**config.mk**
```make
export PLATFORM = sky130hd
export DESIGN_NAME = bbe_ctrl
export DESIGN_NICKNAME = d
export VERILOG_FILES = /design/src/hdl/bbe_pkg.sv /design/src/hdl/bbe_ctrl.sv
export SDC_FILE = /design/constraint.sdc
export NUM_CORES = 1
export LEC_CHECK = 0
export BUFFER_PORTS_ARGS = -buffer_cell sky130_fd_sc_hd__buf_2
export CAP_MARGIN = 20
export CORE_UTILIZATION = 50
export CTS_CLUSTER_SIZE = 8
export DETAILED_ROUTE_END_ITERATION = 10
export HOLD_SLACK_MARGIN = 0.06
export PLACE_DENSITY = 0.75
export SYNTH_ARGS = -nofsm -noshare
export SYNTH_HDL_FRONTEND = slang
export SYNTH_SLANG_ARGS = --single-unit
export TNS_END_PERCENT = 30
```
**constraint.sdc**
```tcl
create_clock -name clk -period 2.62 [get_ports clk]
set_clock_uncertainty 0.15 [all_clocks]
set_input_delay 0.655 -clock clk [delete_from_list [all_inputs] [get_ports clk]]
set_output_delay 0.655 -clock clk [all_outputs]
set_load 0.005 [all_outputs]
```
**src/hdl/bbe_pkg.sv**
```systemverilog
// Shared types and constants of the bisquare basis evaluator.
package bbe_pkg;

    localparam int WEIGHT_FRAC = 16;
    localparam int WEIGHT_BITS = WEIGHT_FRAC + 1;
    localparam int CFG_IDX_BITS = 3;
    localparam int CFG_DATA_BITS = 64;
    localparam int COUNT_BITS = 7;
    localparam int ROW_BITS = 24;
    localparam int SLOT_BITS = 6;
    localparam int COL_BITS = 6;
    localparam int MUL_BITS = 33;
    localparam int OP_BITS = 5;

    // Configuration register indexes.
    localparam logic [CFG_IDX_BITS-1:0] REG_MODE       = 3'd0;
    localparam logic [CFG_IDX_BITS-1:0] REG_COUNT      = 3'd1;
    localparam logic [CFG_IDX_BITS-1:0] REG_SPACE_RSQ  = 3'd2;
    localparam logic [CFG_IDX_BITS-1:0] REG_SPACE_REC  = 3'd3;
    localparam logic [CFG_IDX_BITS-1:0] REG_TIME_RSQ   = 3'd4;
    localparam logic [CFG_IDX_BITS-1:0] REG_TIME_REC   = 3'd5;

    // Datapath operations issued by the controller.
    localparam logic [OP_BITS-1:0] OP_NOP    = 5'd0;
    localparam logic [OP_BITS-1:0] OP_ACCEPT = 5'd1;
    localparam logic [OP_BITS-1:0] OP_READ   = 5'd2;
    localparam logic [OP_BITS-1:0] OP_DIFF   = 5'd3;
    localparam logic [OP_BITS-1:0] OP_SQX    = 5'd4;
    localparam logic [OP_BITS-1:0] OP_SQY    = 5'd5;
    localparam logic [OP_BITS-1:0] OP_SQT    = 5'd6;
    localparam logic [OP_BITS-1:0] OP_D2     = 5'd7;
    localparam logic [OP_BITS-1:0] OP_R0     = 5'd8;
    localparam logic [OP_BITS-1:0] OP_R1     = 5'd9;
    localparam logic [OP_BITS-1:0] OP_R2     = 5'd10;
    localparam logic [OP_BITS-1:0] OP_R3     = 5'd11;
    localparam logic [OP_BITS-1:0] OP_R4     = 5'd12;
    localparam logic [OP_BITS-1:0] OP_R5     = 5'd13;
    localparam logic [OP_BITS-1:0] OP_WS     = 5'd14;
    localparam logic [OP_BITS-1:0] OP_WF     = 5'd15;
    localparam logic [OP_BITS-1:0] OP_EMIT   = 5'd16;
    localparam logic [OP_BITS-1:0] OP_FIN    = 5'd17;

    typedef struct packed {
        logic [OP_BITS-1:0] op;
        logic               rsel;
    } dp_cmd_t;

    typedef struct packed {
        logic                  mode;
        logic [COUNT_BITS-1:0] count;
        logic                  hit_ok;
        logic                  pend_valid;
        logic                  out_free;
    } dp_status_t;

endpackage

```
**src/hdl/bbe_ctrl.sv**
```systemverilog
// Sequencer that walks the center table and drives the datapath one step a cycle while the output does not stall it.
module bbe_ctrl #(
    parameter int CENTERS = 64,
    parameter int IW = 6,
    parameter int JW = 7
) (
    input  logic                clk,
    input  logic                rst_n,
    input  logic                in_valid,
    input  logic                req_type,
    output logic                in_ready,
    input  bbe_pkg::dp_status_t status,
    output bbe_pkg::dp_cmd_t    cmd,
    output logic [IW-1:0]       idx
);

    localparam logic [4:0] S_IDLE = 5'd0;
    localparam logic [4:0] S_RD   = 5'd1;
    localparam logic [4:0] S_DIF  = 5'd2;
    localparam logic [4:0] S_SQX  = 5'd3;
    localparam logic [4:0] S_SQY  = 5'd4;
    localparam logic [4:0] S_SQT  = 5'd5;
    localparam logic [4:0] S_D2   = 5'd6;
    localparam logic [4:0] S_CMP  = 5'd7;
    localparam logic [4:0] S_R0   = 5'd8;
    localparam logic [4:0] S_R1   = 5'd9;
    localparam logic [4:0] S_R2   = 5'd10;
    localparam logic [4:0] S_R3   = 5'd11;
    localparam logic [4:0] S_R4   = 5'd12;
    localparam logic [4:0] S_R5   = 5'd13;
    localparam logic [4:0] S_WS   = 5'd14;
    localparam logic [4:0] S_WF   = 5'd15;
    localparam logic [4:0] S_EMIT = 5'd16;
    localparam logic [4:0] S_FIN  = 5'd17;

    logic [4:0]    state_reg, state_next;
    logic [JW-1:0] j_reg, j_next;
    logic          rsel_reg, rsel_next;
    logic [JW-1:0] n_lim;
    logic [JW-1:0] j_inc;
    logic          at_end;

    always_comb
    begin
        if (32'(status.count) > CENTERS)
            n_lim = JW'(CENTERS);
        else
            n_lim = JW'(status.count);
    end

    assign j_inc  = JW'(j_reg + 1'b1);
    assign at_end = (j_inc == n_lim);
    assign idx    = j_reg[IW-1:0];
    assign in_ready = (state_reg == S_IDLE);

    always_comb
    begin
        state_next = state_reg;
        j_next     = j_reg;
        rsel_next  = rsel_reg;
        cmd.op     = bbe_pkg::OP_NOP;
        cmd.rsel   = rsel_reg;
        case (state_reg)
            S_IDLE:
            begin
                if (in_valid)
                begin
                    cmd.op = bbe_pkg::OP_ACCEPT;
                    j_next = '0;
                    if (req_type)
                        state_next = (n_lim == '0) ? S_FIN : S_RD;
                end
            end
            S_RD:  begin cmd.op = bbe_pkg::OP_READ; state_next = S_DIF; end
            S_DIF: begin cmd.op = bbe_pkg::OP_DIFF; state_next = S_SQX; end
            S_SQX: begin cmd.op = bbe_pkg::OP_SQX;  state_next = S_SQY; end
            S_SQY: begin cmd.op = bbe_pkg::OP_SQY;  state_next = S_SQT; end
            S_SQT: begin cmd.op = bbe_pkg::OP_SQT;  state_next = S_D2;  end
            S_D2:  begin cmd.op = bbe_pkg::OP_D2;   state_next = S_CMP; end
            S_CMP:
            begin
                if (status.hit_ok)
                begin
                    rsel_next  = 1'b0;
                    state_next = S_R0;
                end
                else if (at_end)
                    state_next = S_FIN;
                else
                begin
                    j_next     = j_inc;
                    state_next = S_RD;
                end
            end
            S_R0: begin cmd.op = bbe_pkg::OP_R0; state_next = S_R1; end
            S_R1: begin cmd.op = bbe_pkg::OP_R1; state_next = S_R2; end
            S_R2: begin cmd.op = bbe_pkg::OP_R2; state_next = S_R3; end
            S_R3: begin cmd.op = bbe_pkg::OP_R3; state_next = S_R4; end
            S_R4: begin cmd.op = bbe_pkg::OP_R4; state_next = S_R5; end
            S_R5:
            begin
                cmd.op = bbe_pkg::OP_R5;
                if (!rsel_reg && status.mode)
                begin
                    rsel_next  = 1'b1;
                    state_next = S_R0;
                end
                else
                    state_next = S_WS;
            end
            S_WS: begin cmd.op = bbe_pkg::OP_WS; state_next = S_WF; end
            S_WF: begin cmd.op = bbe_pkg::OP_WF; state_next = S_EMIT; end
            S_EMIT:
            begin
                if (!status.pend_valid || status.out_free)
                begin
                    cmd.op = bbe_pkg::OP_EMIT;
                    if (at_end)
                        state_next = S_FIN;
                    else
                    begin
                        j_next     = j_inc;
                        state_next = S_RD;
                    end
                end
            end
            S_FIN:
            begin
                if (status.out_free)
                begin
                    cmd.op     = bbe_pkg::OP_FIN;
                    state_next = S_IDLE;
                end
            end
            default: state_next = S_IDLE;
        endcase
    end

    always_ff @(posedge clk or negedge rst_n)
    begin
        if (!rst_n)
        begin
            state_reg <= S_IDLE;
            j_reg     <= '0;
            rsel_reg  <= 1'b0;
        end
        else
        begin
            state_reg <= state_next;
            j_reg     <= j_next;
            rsel_reg  <= rsel_next;
        end
    end

endmodule

```
==> results.txt <==
status -> complete, no violations
max FFs per register -> 7
initial drt markers -> 54
Power per Cell Area -> 845 nW/um2
Reg2Reg Launch Point -> state_reg[2]
Slew headroom -> 72.0%
Crit path arrival time -> 1650 ps
# Max-Cap Violations -> 0
initial antenna violation count -> 0
CTS tree -> built
Core ar. -> 2280 um2
Clock Latency Late Sink -> 280 ps
EDFF count, synth -> 0
Total Wirelength -> 3070 um
syn avg cell area -> 7.96 um2
gp weighted congestion -> 0.914
CTS Buffer Depth -> 2
f_max -> 407 MHz
TritonCTS Sinks -> 13
Worst Setup SP -> state_reg[2]
placed cell areas -> 1360 um2
clk root buf -> clkbuf_4
Synthesis Warnings -> 0
Post-route DRC -> 0
number of clock buffers inserted by TritonCTS -> 3
Vias -> 1,252
RSZ-0062 raised after global routing -> false
Post-Syn Instances -> 156
Layout Cells excl Fill -> 205
syn nets -> 172
final hold viol count -> 0
first-pass GRT wire length -> 5070 um
Top FF cell, synth -> dfrtp_1
Setup crit start kind -> flop
number of H-tree levels -> 1
Port-buffer cells -> 27
# Post-CTS Setup Buffers -> 0
Reg area -> 325 um2
Synth Register Bits -> 13
Final Max Tran Viols -> 0
worst vdd ir -> 0.000579 V
most frequent cells in the layout -> buf_2, dfrtp_1, nor2_1
final worst path period share -> 93.8%
setup TNS -> 0 ps
worst min path class -> input port to asynchronous set/reset pin
most common cell after layout, fill and taps aside -> buf_2
post-layout min period -> 2460 ps
CP endpoint kind -> primary output
Initial Util -> 54.6%
IO Count -> 28
vias per cell -> 6.11
antenna fix cells -> 0
Unique masters post-synth -> 50
CP Class -> flop to primary output
worst-path fanout max -> 14
fraction of layout cells with a size suffix above 1 -> 24.3%
Die Wd -> 51.9 um
total global-route track usage -> 25.1%
Least-Margin Pin Slew -> 420 ps
die area -> 2690 um2
DRT Pass-1 Iters -> 4
Post-Syn Area -> 1240 um2
final setup vio count -> 0
number of global-route vias before repair -> 1,071
post-synthesis sequential area ratio -> 26.2%
final core occ -> 61.2%
Leak Pwr -> 0.628 nW
Area Overhead vs Synth -> 12.2%
drt wl/cell -> 15.0 um
placed instance count -> 201
fillcell total -> 208
Multi-input gate area -> 808 um2
row count -> 17
Crit path required time -> 1810 ps
clk slew on worst S/H paths -> 90 ps
gr ovfl total -> 0
Final Instance Area -> 1390 um2
Layout Nets -> 194
WHS -> 97.1 ps
Final ANT Viol Nets -> 0
hold buffers post-CTS -> 0
Die H -> 51.9 um
largest net degree at the start of global routing -> 15
Final HPWL DP -> 2320 um
Async SR Flop Fraction -> 100%
[logic make-up (layout without fill, tap and decap cells)]
group,count (synthesis),in the layout,share of synthesized area [%]
compound gates,50,50,28.2
xor+xnor,9,9,6.34
fa+ha+maj,1,1,1.01
buf+inv,22,43,9.27
flops,13,13,26.2
mux,3,3,2.52
simple gates,58,58,26.5
[critical path: stages (launching register included)]
cell	delay, ps
dfrtp_1	540
or3_1	470
nor3_1	200
buf_2	160
[path summary, 6_finish.rpt]
check / to / slack (ps) / depth (start not counted)
worst max-delay path: in_ready / 160 / 3
worst min-delay path: j_reg[5] / 100 / 1
worst max register to register: j_reg[6] / 190 / 6
worst min register to register: j_reg[6] / 440 / 1
max in group asynchronous: j_reg[3] / 1980 / 1
min in group clk: j_reg[6] / 440 / 1
[per-layer routing]
layer | vias up | routed length, um | global-route usage, %
li1 | 620 | - | -
met1 | 586 | 1460 | 37.0
met2 | 44 | 1370 | 37.2
met3 | 2 | 220 | 7.02
met4 | 0 | 14 | 2.70
met5 | - | 0 | 0
[cells in the mapped netlist (2+ instances only)]
cell	count	share of area, %
o21ai_0	9	3.6
dfrtp_1	13	26
a21o_1	3	1.8
nand2_1	10	3.0
xnor2_1	7	4.9
o211ai_1	2	1.2
a21oi_1	8	3.2
a31oi_1	3	1.5
xor2_1	2	1.4
nor3_1	5	2.0
a21boi_0	2	1.2
clkbuf_1	5	1.5
nor2_1	12	3.6
or3_1	2	1.0
o22a_1	2	1.4
o21bai_1	2	1.2
buf_2	2	0.81
nor4b_1	3	2.1
mux2i_1	2	1.6
nor2b_1	2	1.0
or2_2	3	1.5
o31ai_1	4	2.4
inv_1	7	2.1
and3_1	3	1.5
nand3_1	6	2.4
buf_4	8	4.8
a41oi_1	4	2.8
o2111ai_1	2	1.4
nand4_1	2	1.0
[layout make-up]
cell class	instances	share of cell area [%]
timing repair buffer	32	12.4
tap	28	2.51
inverter	7	1.89
clock buffer	4	1.89
sequential	13	23.3
multi-input combinational	121	58.0
[power by group]
part	leakage (nW)	total (mW)	switching, mW	internal (mW)
registers	0.172	0.389	0.130	0.260
logic	0.442	0.658	0.355	0.303
clock network	0.0150	0.130	0.0709	0.0591
[timing repair]
item	in CTS	in global routing
endpoints found under the hold margin	0	0
gates resized for setup	0	1
endpoints found under the setup margin	0	2
[metrics by stage]
stage / power, mW / setup WS (ps)
finish: 1.18 / 162
global route: 1.28 / 31.4
CTS: 1.17 / 90.8
detailed placement: 1.04 / 179
global placement: 1.02 / 262
floorplan: 0.846 / 408
No activity file was read; power rests on OpenSTA's default activity.
